<file path="config.mk">
export PLATFORM = sky130hd
export DESIGN_NAME = frame_time_statistics_monitor
export DESIGN_NICKNAME = d
export VERILOG_FILES = /design/src/rtl/fts_pkg.sv /design/src/rtl/frame_time_statistics_monitor.sv /design/src/rtl/fts_div.sv
export SDC_FILE = /design/constraint.sdc
export NUM_CORES = 1
export LEC_CHECK = 0
export ABC_AREA = 1
export BUFFER_PORTS_ARGS = -buffer_cell sky130_fd_sc_hd__buf_4
export CAP_MARGIN = 20
export CORE_MARGIN = 4
export CORE_UTILIZATION = 50
export DETAILED_ROUTE_END_ITERATION = 6
export PLACE_DENSITY = 0.65
export SKIP_CTS_REPAIR_TIMING = 1
export SLEW_MARGIN = 10
export SYNTH_ARGS = -nofsm -noshare
export SYNTH_HDL_FRONTEND = slang
export SYNTH_SLANG_ARGS = --single-unit
</file>
<file path="constraint.sdc">
create_clock -name aclk -period 6.65 [get_ports aclk]
set_input_delay 0.3325 -clock aclk [delete_from_list [all_inputs] [get_ports aclk]]
set_output_delay 0.3325 -clock aclk [all_outputs]
set_load 0.005 [all_outputs]
</file>
<file path="src/rtl/fts_pkg.sv">
// Package: shared widths, constants and the sequencer state type
`default_nettype none

package fts_pkg;

    localparam int FRAMES_W   = 17;
    localparam int WIN_W      = 16;
    localparam int DRAW_W     = 16;
    localparam int OUT_TIME_W = 24;
    localparam int RATE_W     = 34;
    localparam int ACC_W      = 40;
    localparam int DIV20_W    = 5;

    localparam logic [WIN_W-1:0]   WINDOW_RESET    = 16'd600;
    localparam logic [63:0]        MIN_RESET_UNITS = 64'd2559744;
    localparam logic [RATE_W-1:0]  RATE_NUMERATOR  = 34'd16777216000;
    localparam logic [DIV20_W-1:0] RATE_DIVISOR    = 5'd20;

    typedef enum logic [2:0] {
        ST_IDLE,
        ST_DIV,
        ST_MUL,
        ST_ADD_RATE,
        ST_ADD_TERM,
        ST_START20,
        ST_DIV20,
        ST_OUT
    } fts_state_t;

endpackage

`default_nettype wire

</file>
<file path="src/rtl/frame_time_statistics_monitor.sv">
// Top level: frame time statistics with running min/max/mean and smoothed rate
`default_nettype none

// Frame time statistics monitor. Each input word carries one frame's duration
// (1/256 ms units) and its draw count; each produces exactly one result word
// with the frame's own values, the running minimum and maximum, the window
// mean and a smoothed frame rate in unsigned 18.16 frames per second. The
// block works on one word at a time: s_ready is high only while the sequencer
// is idle, and a finished result waits in the output register, so the next
// word can be taken while the previous result is still unclaimed. A word is
// not taken before the previous one has loaded its result, and a result
// register that is still held stalls that load. The time a word takes is set
// by the two bit-serial divides in series: the reciprocal
// 256000*65536/frame_time that gives the rate term, then the divide by twenty
// of 19*rate+term, with the multiply-add steps and the hand-offs between them.
// The mean divide runs in parallel with the reciprocal and is hidden under it
// while TIME_BITS is at most RATE_W. The window register (cfg_we/cfg_wdata,
// reset 600) is to be written by the user only while the block is idle; the
// block itself does not enforce this. Once the frame count exceeds it, count,
// sum, minimum and maximum restart, while the reported mean still comes from
// before the restart and the smoothed rate never restarts. There is no
// clearing pass after reset.
module frame_time_statistics_monitor #(
    parameter int TIME_BITS = 24
) (
    input  wire logic                          aclk,
    input  wire logic                          aresetn,
    // configuration
    input  wire logic                          cfg_we,
    input  wire logic [fts_pkg::WIN_W-1:0]     cfg_wdata,
    // input channel
    input  wire logic                          s_valid,
    output logic                               s_ready,
    input  wire logic [TIME_BITS-1:0]          s_frame_time,
    input  wire logic [fts_pkg::DRAW_W-1:0]    s_draw_count,
    // result channel
    output logic                               m_valid,
    input  wire logic                          m_ready,
    output logic [fts_pkg::OUT_TIME_W-1:0]     m_last_frame_time,
    output logic [fts_pkg::DRAW_W-1:0]         m_last_draw_count,
    output logic [fts_pkg::OUT_TIME_W-1:0]     m_min_frame_time,
    output logic [fts_pkg::OUT_TIME_W-1:0]     m_max_frame_time,
    output logic [fts_pkg::OUT_TIME_W-1:0]     m_mean_frame_time,
    output logic [fts_pkg::RATE_W-1:0]         m_smoothed_rate,
    output logic                               m_window_restarted
);

    import fts_pkg::*;

    localparam int SUM_W = TIME_BITS + FRAMES_W;
    localparam logic [63:0] TIME_MAX64 = (64'd1 << TIME_BITS) - 64'd1;
    // 9999 ms, saturated to all ones when the time width cannot hold it
    localparam logic [TIME_BITS-1:0] MIN_RESET = (MIN_RESET_UNITS > TIME_MAX64) ?
        TIME_MAX64[TIME_BITS-1:0] : MIN_RESET_UNITS[TIME_BITS-1:0];

    fts_state_t state_reg, state_next;

    // window statistics
    logic [WIN_W-1:0]     window_reg;
    logic [FRAMES_W-1:0]  frames_reg;
    logic [SUM_W-1:0]     sum_reg;
    logic [TIME_BITS-1:0] min_reg;
    logic [TIME_BITS-1:0] max_reg;
    logic [RATE_W-1:0]    rate_reg;

    // per-word holding registers
    logic [TIME_BITS-1:0] ft_hold_reg;
    logic [DRAW_W-1:0]    dc_hold_reg;
    logic [TIME_BITS-1:0] min_hold_reg;
    logic [TIME_BITS-1:0] max_hold_reg;
    logic                 rst_hold_reg;
    logic [ACC_W-1:0]     acc_reg;

    // result register
    logic                  m_valid_reg;
    logic [OUT_TIME_W-1:0] m_last_ft_reg;
    logic [DRAW_W-1:0]     m_last_dc_reg;
    logic [OUT_TIME_W-1:0] m_min_reg;
    logic [OUT_TIME_W-1:0] m_max_reg;
    logic [OUT_TIME_W-1:0] m_mean_reg;
    logic [RATE_W-1:0]     m_rate_reg;
    logic                  m_rst_reg;

    // sequencer outputs
    logic ready_int;
    logic div_start;
    logic div20_start;
    logic out_load;
    logic accept;

    // accept-cycle arithmetic
    logic [FRAMES_W-1:0]  count_inc;
    logic [SUM_W-1:0]     sum_upd;
    logic [TIME_BITS-1:0] min_upd;
    logic [TIME_BITS-1:0] max_upd;
    logic                 restart;

    // divider hookups
    logic                 mean_busy;
    logic [TIME_BITS-1:0] mean_q;
    logic                 recip_busy;
    logic [RATE_W-1:0]    recip_q;
    logic                 div20_busy;
    logic [ACC_W-1:0]     div20_q;
    logic [RATE_W-1:0]    term;

    assign accept = s_valid && ready_int;

    // Update the window on the accepting edge; the mean divide sees the
    // pre-restart count and sum, the held min/max see the post-restart ones.
    assign count_inc = frames_reg + FRAMES_W'(1);
    assign sum_upd   = sum_reg + SUM_W'(s_frame_time);
    assign min_upd   = (s_frame_time < min_reg) ? s_frame_time : min_reg;
    assign max_upd   = (s_frame_time > max_reg) ? s_frame_time : max_reg;
    assign restart   = (count_inc > FRAMES_W'(window_reg));

    // zero frame time contributes no rate term
    assign term = (ft_hold_reg == '0) ? '0 : recip_q;

    // ---------------- sequencer: next state ----------------
    always_comb begin
        state_next = state_reg;
        case (state_reg)
            ST_IDLE: begin
                if (s_valid) begin
                    state_next = ST_DIV;
                end
            end
            ST_DIV: begin
                if (!mean_busy && !recip_busy) begin
                    state_next = ST_MUL;
                end
            end
            ST_MUL:      state_next = ST_ADD_RATE;
            ST_ADD_RATE: state_next = ST_ADD_TERM;
            ST_ADD_TERM: state_next = ST_START20;
            ST_START20:  state_next = ST_DIV20;
            ST_DIV20: begin
                if (!div20_busy) begin
                    state_next = ST_OUT;
                end
            end
            ST_OUT: begin
                if (!m_valid_reg || m_ready) begin
                    state_next = ST_IDLE;
                end
            end
            default: state_next = ST_IDLE;
        endcase
    end

    // ---------------- sequencer: outputs ----------------
    always_comb begin
        ready_int   = 1'b0;
        div_start   = 1'b0;
        div20_start = 1'b0;
        out_load    = 1'b0;
        case (state_reg)
            ST_IDLE: begin
                ready_int = 1'b1;
                div_start = s_valid;
            end
            ST_START20: begin
                div20_start = 1'b1;
            end
            ST_OUT: begin
                out_load = !m_valid_reg || m_ready;
            end
            default: begin
                ready_int = 1'b0;
            end
        endcase
    end

    always_ff @(posedge aclk) begin
        if (!aresetn) begin
            state_reg <= ST_IDLE;
        end else begin
            state_reg <= state_next;
        end
    end

    // ---------------- configuration and window state ----------------
    always_ff @(posedge aclk) begin
        if (!aresetn) begin
            window_reg <= WINDOW_RESET;
            frames_reg <= '0;
            sum_reg    <= '0;
            min_reg    <= MIN_RESET;
            max_reg    <= '0;
            rate_reg   <= '0;
        end else begin
            if (cfg_we) begin
                window_reg <= cfg_wdata;
            end
            if (accept) begin
                if (restart) begin
                    frames_reg <= '0;
                    sum_reg    <= '0;
                    min_reg    <= MIN_RESET;
                    max_reg    <= '0;
                end else begin
                    frames_reg <= count_inc;
                    sum_reg    <= sum_upd;
                    min_reg    <= min_upd;
                    max_reg    <= max_upd;
                end
            end
            if (out_load) begin
                rate_reg <= div20_q[RATE_W-1:0];
            end
        end
    end

    // ---------------- per-word datapath ----------------
    always_ff @(posedge aclk) begin
        if (accept) begin
            ft_hold_reg  <= s_frame_time;
            dc_hold_reg  <= s_draw_count;
            min_hold_reg <= restart ? MIN_RESET : min_upd;
            max_hold_reg <= restart ? '0 : max_upd;
            rst_hold_reg <= restart;
        end
        // build 19*rate + term one add per cycle
        case (state_reg)
            ST_MUL:      acc_reg <= ACC_W'({rate_reg, 4'b0000}) + ACC_W'({rate_reg, 1'b0});
            ST_ADD_RATE: acc_reg <= acc_reg + ACC_W'(rate_reg);
            ST_ADD_TERM: acc_reg <= acc_reg + ACC_W'(term);
            default:     acc_reg <= acc_reg;
        endcase
    end

    // mean = sum / count; the sum's upper part is already below the count
    fts_div #(
        .DVS_W (FRAMES_W),
        .Q_W   (TIME_BITS)
    ) u_mean_div (
        .aclk     (aclk),
        .aresetn  (aresetn),
        .start    (div_start),
        .rem_init (sum_upd[SUM_W-1:TIME_BITS]),
        .dvd_lo   (sum_upd[TIME_BITS-1:0]),
        .divisor  (count_inc),
        .busy     (mean_busy),
        .quotient (mean_q)
    );

    // rate term = 256000*65536 / frame_time
    fts_div #(
        .DVS_W (TIME_BITS),
        .Q_W   (RATE_W)
    ) u_recip_div (
        .aclk     (aclk),
        .aresetn  (aresetn),
        .start    (div_start),
        .rem_init ('0),
        .dvd_lo   (RATE_NUMERATOR),
        .divisor  (s_frame_time),
        .busy     (recip_busy),
        .quotient (recip_q)
    );

    // smoothed rate = (19*rate + term) / 20
    fts_div #(
        .DVS_W (DIV20_W),
        .Q_W   (ACC_W)
    ) u_div20 (
        .aclk     (aclk),
        .aresetn  (aresetn),
        .start    (div20_start),
        .rem_init ('0),
        .dvd_lo   (acc_reg),
        .divisor  (RATE_DIVISOR),
        .busy     (div20_busy),
        .quotient (div20_q)
    );

    // ---------------- result register ----------------
    always_ff @(posedge aclk) begin
        if (!aresetn) begin
            m_valid_reg <= 1'b0;
        end else if (out_load) begin
            m_valid_reg <= 1'b1;
        end else if (m_ready) begin
            m_valid_reg <= 1'b0;
        end
    end

    always_ff @(posedge aclk) begin
        if (out_load) begin
            m_last_ft_reg <= OUT_TIME_W'(ft_hold_reg);
            m_last_dc_reg <= dc_hold_reg;
            m_min_reg     <= OUT_TIME_W'(min_hold_reg);
            m_max_reg     <= OUT_TIME_W'(max_hold_reg);
            m_mean_reg    <= OUT_TIME_W'(mean_q);
            m_rate_reg    <= div20_q[RATE_W-1:0];
            m_rst_reg     <= rst_hold_reg;
        end
    end

    assign s_ready            = ready_int;
    assign m_valid            = m_valid_reg;
    assign m_last_frame_time  = m_last_ft_reg;
    assign m_last_draw_count  = m_last_dc_reg;
    assign m_min_frame_time   = m_min_reg;
    assign m_max_frame_time   = m_max_reg;
    assign m_mean_frame_time  = m_mean_reg;
    assign m_smoothed_rate    = m_rate_reg;
    assign m_window_restarted = m_rst_reg;

endmodule

`default_nettype wire

</file>
<file path="src/rtl/fts_div.sv">
// Bit-serial restoring divider: one quotient bit per cycle
`default_nettype none

module fts_div #(
    parameter int DVS_W = 17,
    parameter int Q_W   = 24
) (
    input  wire logic             aclk,
    input  wire logic             aresetn,
    input  wire logic             start,
    input  wire logic [DVS_W-1:0] rem_init,
    input  wire logic [Q_W-1:0]   dvd_lo,
    input  wire logic [DVS_W-1:0] divisor,
    output logic                  busy,
    output logic [Q_W-1:0]        quotient
);

    localparam int CNT_W = $clog2(Q_W + 1);

    logic [DVS_W-1:0] rem_reg;
    logic [Q_W-1:0]   shift_reg;
    logic [DVS_W-1:0] dvs_reg;
    logic [CNT_W-1:0] cnt_reg;
    logic             busy_reg;

    logic [DVS_W:0]   trial;
    logic [DVS_W+1:0] diff;
    logic             borrow;

    // rem_init must be below the divisor so the quotient fits Q_W bits
    assign trial  = {rem_reg, shift_reg[Q_W-1]};
    assign diff   = {1'b0, trial} - {2'b00, dvs_reg};
    assign borrow = diff[DVS_W+1];

    always_ff @(posedge aclk) begin
        if (!aresetn) begin
            busy_reg <= 1'b0;
            cnt_reg  <= '0;
        end else if (start) begin
            busy_reg <= 1'b1;
            cnt_reg  <= CNT_W'(Q_W);
        end else if (busy_reg) begin
            cnt_reg  <= cnt_reg - CNT_W'(1);
            busy_reg <= (cnt_reg != CNT_W'(1));
        end
    end

    always_ff @(posedge aclk) begin
        if (start) begin
            rem_reg   <= rem_init;
            shift_reg <= dvd_lo;
            dvs_reg   <= divisor;
        end else if (busy_reg) begin
            rem_reg   <= borrow ? trial[DVS_W-1:0] : diff[DVS_W-1:0];
            shift_reg <= {shift_reg[Q_W-2:0], ~borrow};
        end
    end

    assign busy     = busy_reg;
    assign quotient = shift_reg;

endmodule

`default_nettype wire

</file>
**Yosys cells after proc, flatten, opt, wreduce, memory -nomap -nowiden**

Index checks and enable logic that the tools add are counted.

- Bits in registers: 641
- Bits in latches: 0
- Bits in writable memories: 0
- ROM bits: 0
- Bits of input ports: 61
- Word-level logic and storage cells: 126
- Memories kept: 0

- Add/sub/neg operators: 11
- Multipliers: 0
- Div/mod/pow operators: 0
- Magnitude comparators: 3
- Eq/ne operators: 14
- Shift operators: 0
- Mux-type cells: 40
- Bitwise gates (word level): 4
- Reductions and logical operators: 16

Operators by type and width:

| operator | count |
|---|---|
| $mux 24 | 7 |
| $pmux 40 s3 | 1 |
| $add 40x34->40 | 2 |
| $mux 40 | 2 |
| $mux 17 | 4 |
| $add 41x24->41 | 1 |
| $mux 41 | 1 |
| $add 38x35->39 | 1 |
| $mux 34 | 1 |
| $sub 25x24->26 | 1 |
| $gt 24x24->1 | 1 |
| $logic_not 24->1 | 1 |
| $lt 24x24->1 | 1 |
| $mux 6 | 4 |
| $pmux 3 s8 | 1 |
| $sub 18x17->19 | 1 |
| $add 17x1->17 const B | 1 |
| $gt 17x16->1 | 1 |
| $mux 5 | 3 |
| $eq 3x3->1 const B | 4 |
| $mux 1 | 12 |
| $mux 3 | 4 |
| $ne 6x1->1 const B | 2 |
| $sub 6x1->6 const B | 2 |
| other kinds (15) | 29 |

**Depth between registers and ports, before layout**

- Depth in word-level cells: 4
- Gate-level depth with buffers: 27

**Cells and area by module**

Synthesis repeated with hierarchy kept, for this count alone.

- Cell total of the unflattened synthesis: 4,473
- Area total of the unflattened synthesis: 36,794.0 um^2

By module, submodules not included:

| module | instances | cells an instance | area an instance (um^2) | sequential area each (um^2) |
|---|---|---|---|---|
| frame_time_statistics_monitor | 1 | 2,931 | 24,354.6 | 11,491.0 |
| fts_div (u_recip_div) | 1 | 772 | 5,800.6 | 2,602.5 |
| fts_div (u_mean_div) | 1 | 493 | 3,973.8 | 1,861.8 |
| fts_div (u_div20) | 1 | 277 | 2,665.1 | 1,641.6 |

**Least setup slack after synthesis**

OpenSTA, ideal clock, no wires.

- Path kind: register to register
- Start point: register state_reg[1]
- End point: register m_last_dc_reg[0] (netlist: m_last_draw_count[0]), enable pin
- Library setup time: 0.570 ns
- Arrival: 5.010 ns
- Required time: 6.080 ns
- Path slack: 1.070 ns
- Stages on the path, launching flop included: 7
- Path buffers: 2
- Cell sequence: dfxtp_1 > buf_2 > nand2_1 > nor2_1 > nand2_1 > inv_1 > clkbuf_1

- Word-level cells in the longest chain between the ends: 2

Ends and longest elaborated chain:

| what | RTL line | RTL |
|---|---|---|
| from (decl) | frame_time_statistics_monitor.sv:56 | `fts_state_t state_reg, state_next;` |
| from (signal assigned) | frame_time_statistics_monitor.sv:179 | `state_reg <= state_next;` |
| $eq 3x3->1 | frame_time_statistics_monitor.sv:158 | `case (state_reg)` |
| $mux 1 | frame_time_statistics_monitor.sv:158 |  |
| net out_load | frame_time_statistics_monitor.sv:88 | `logic out_load;` |
| to (signal assigned) | frame_time_statistics_monitor.sv:292 | `m_last_dc_reg <= dc_hold_reg;` |
| to (decl) | frame_time_statistics_monitor.sv:77 | `logic [DRAW_W-1:0] m_last_dc_reg;` |

The timed path passes the listed nets, and every way through them passes these cells.
A chain may end at the register's enable or synchronous reset.

**Worst setup path in the final report**

- Start point: register state_reg[1]
- End point: register acc_reg[32] (data pin)

- Word-level cells in the longest chain between the ends: 2
- Elaborated cells between the ends (all ways): 4
- Classes of those cells: eq/ne (3); mux (1)

Ends and longest elaborated chain:

| what | RTL line | RTL |
|---|---|---|
| $eq 3x3->1 or $eq 3x2->1 (tied branches) | frame_time_statistics_monitor.sv:225 | `case (state_reg)` |
| $pmux 40 s3 * | frame_time_statistics_monitor.sv:225 |  |
| to (signal assigned) | frame_time_statistics_monitor.sv:226 | `ST_MUL: acc_reg <= ACC_W'({rate_reg, 4'b0000}) + ACC_W'({rate_reg, 1'b0});` |
| to (signal assigned) | frame_time_statistics_monitor.sv:227 | `ST_ADD_RATE: acc_reg <= acc_reg + ACC_W'(rate_reg);` |
| to (signal assigned) | frame_time_statistics_monitor.sv:228 | `ST_ADD_TERM: acc_reg <= acc_reg + ACC_W'(term);` |
| to (decl) | frame_time_statistics_monitor.sv:72 | `logic [ACC_W-1:0] acc_reg;` |

Every way passes the cells marked *; elsewhere a longest branch is shown, timed or not.

==> out/metrics.cfg <==
[detailed_routing]
pre_repair_dr_iteration_count=6
first_iter_violations=2666
num_vias=30532
detail_route.wirelength_um=101000
drt-wirelength-per-cell_um=17.50
detail_route.vias_per_cell=5.292
route.antenna.remaining_nets=0
drc=0

[timing]
finalHoldWorstSlack_ps=-0.3009
layout_min_cycle_time_ps=4403
worst-slew-pin-transition_ps=1093
fmax_ghz=0.2271
final_hold_viol_count=1
slew_viol_final=0
min_period_over_period_pct=66.21
totalNegativeSetupSlack_ps=0
setup_repair_after_global_routing_missed_its_margin=no
timing.final.setup_violations=0
final.setup_skew_ps=31.17
timing.max_slew.rel_slack_pct=27.12

[worst_setup_path]
timing.critical_path.to_type=flip-flop
critical-path-max-stage-delay_ps=800
critical_path.n_buffers_inverters=2
cells_traversed_along_the_worst_timing_path=nor2_1 > inv_2 > nor2_4 > inv_2 > nand2_1 > nand2_1 > ha_1 > nand2_1 > o21ai_0 > nand2_1 > nand2_1 > nand2_1 > nand2_1 > nand2_1 > nand2_1 > nand2_1 > nand2_1 > nand2_1 > nand3_1 > nand2_1
worst_setup_path_start_kind=flip-flop
critical_path_required_ps=7020
timing_worst_setup_path_type=reg -> reg
slowest_cell_on_the_critical_path=nor2_4
crit_path_frequent_cell=nand2_1
timing.critical_path.arrival_ps=4770
cp_max_fo=42
critical_path.top_delay_family=simple AND/OR/NAND/NOR gates

[yosys]
post_synth.cell_area_avg_um2=7.651
synth.cell_area_um2=35000
synth_cell_type_count=51
synth_top_area_share_pct=32.08
netlist_top_cells_area=edfxtp_1 32%, nand2_1 16%, dfxtp_1 14%
count_of_flip_flops_with_a_built_in_enable_after_synthesis=374
post-synth-top-area-cell=edfxtp_1
synth-warning-count=0
synth_common_cells=1504 x nand2_1, 605 x inv_1, 374 x edfxtp_1, 347 x nor2_1, 319 x nand3_1
mapped_nets=4843
yosysMostFrequentCell=nand2_1
yosysSeqAreaShare_pct=45.98
synthArstFlopShare_pct=0
postSynth.topFlopCell=edfxtp_1
synthesis.instances=4575
synth.ff_latch_count=617

[placed_design]
port_buffers=209
dp_hpwl_um=73540
placed_cell_area_um2=37400
gp_congestion=1.026

[die]
chipWidth_um=272.6
design.die.area_um2=74310
floorplan.initialDensity_pct=50.77
std_cell_rows=96
num_io_pins=210
dieHeight_um=272.6
placeableCoreArea_um2=68950

[pwr]
irDropWorstVdd_mv=0.2101
power.density_nw_per_um2=274.6
power_switching_mw=3.381
p_leak_nw=18.86
share_clk_of_total_power_pct=36.1
share_comb_of_total_power_pct=20.6
power_report.internal_total_mw=7.608
p_seq_share_pct=43.2
swShare_pct=30.77

[global_route]
via_count_of_the_first_global_routing_pass=28700
grt_start_max_net_pins=141
globalRouteOverflowTotal=0
grt_usage_pct=26.71
antenna_found_initial=3
grt_first_pass_wirelength_um=158300

[outcome]
outcome=finished, violations left
violations=hold timing

[clocking]
cts-root-to-sink-buffers=3
ctsRootBufferMaster=clkbuf_16
cts_buffers=70
clk_transition_reported_paths_ps=70
tritoncts=done
worstSkewPairLatency_ps=630
cts-htree-levels=3
numClockSinks=617

[layout]
antenna_fix_cells=0
largest_register_ff_count=41
post-route-util_pct=58.04
layout-drive-gt1-share_pct=8.142
layout.nets=5049
area.growth.synth_to_final_pct=14.32
finalInstanceArea_um2=40020

[min_path]
worst_hold_path_type=in -> reg

[flow_run]
maxCapViolCount=0

[kinds of logic (layout without fill, tap and decap cells)]
kind of cell    Yosys count  after routing  synth area share (%)
compound gates          610            610                 9.304
flops                   617            617                 45.98
fa+ha+maj               207            207                 7.506
xor+xnor                 46             46                 1.151
buf+inv                 738           1002                 8.207
simple gates           2357           2357                 27.85
[routing by layer]
layer,track usage [%],vias to the layer above,share of wire (%)
li1,-,15334,-
met1,37.70,14128,45
met2,43.43,897,45
met3,3.406,167,6.6
met4,7.679,6,2.7
met5,0,-,0.044
[cell type report]
type,instances,area (um2)
clock inverter,35,417.9
inverter,615,2318
multi-input combinational,3220,16070
timing repair buffer,257,2034
tap,931,1165
sequential,617,16100
clock buffer,95,1918
fill,6596,28930
[final timing paths]
path / from / end / slack (ps) / cells past startpoint
setup / recovery: state_reg[1]$_SDFFE_PN0P_ / acc_reg[32]$_DFFE_PP_ / 2250 / 20
hold / removal: cfg_we / window_reg[6]$_SDFFE_PN1P_ / -0.3 / 2
setup reg to reg: state_reg[1]$_SDFFE_PN0P_ / acc_reg[32]$_DFFE_PP_ / 2250 / 20
hold reg to reg: min_hold_reg[11]$_DFFE_PP_ / m_min_frame_time[11]$_DFFE_PP_ / 410 / 0
[power groups by stage]
stage / clock, mW / sequential (mW) / combinational, mW
after floorplan: 0 / 4.74 / 1.65
after global placement: 0 / 4.83 / 2.19
after detailed placement: 0 / 4.83 / 2.22
after CTS: 4.04 / 4.75 / 2.24
after global routing: 4.21 / 4.79 / 2.58
final: 3.97 / 4.75 / 2.27
[worst reg2reg max path, stage by stage, from the launching register on]
cell and delay [ps]:
dfxtp_1 390, nor2_1 170, inv_2 80, nor2_4 800, inv_2 530, nand2_1 190, nand2_1 70, ha_1 340
nand2_1 80, o21ai_0 400, nand2_1 90, nand2_1 180, nand2_1 70, nand2_1 150, nand2_1 80, nand2_1 180
nand2_1 100, nand2_1 70, nand2_1 40, nand3_1 70, nand2_1 60
[layout by cell type (no fill, tap or decap), drive strengths merged, types with 3 or more instances in the layout]
master / count
a21boi: 7
a21o: 13
a21oi: 242
a31oi: 6
and2: 5
and3: 3
buf: 233
bufinv: 7
clkbuf: 95
clkinv: 20
clkinvlp: 3
dfxtp: 243
dlygate4sd3: 24
edfxtp: 374
fa: 5
ha: 202
inv: 620
nand2: 1510
nand3: 320
nand3b: 31
nand4: 67
nor2: 352
nor3: 38
nor4: 9
o211ai: 6
o21a: 16
o21ai: 293
o21bai: 16
o22ai: 6
or2: 20
xnor2: 15
xor2: 31
[through the flow]
step | instances | hold slack (ps) | setup WS, ps | total power [mW]
floorplan | 4575 | 400.3 | 1070 | 6.382
global placement | 5614 | 400.4 | 2385 | 7.020
detailed placement | 5614 | 404.5 | 2314 | 7.046
CTS | 5744 | -129.2 | 2284 | 11.03
global route | 5770 | 1.813 | 1723 | 11.57
finish | 5770 | -0.3009 | 2247 | 10.99
Power figures use the tool's default switching activity.
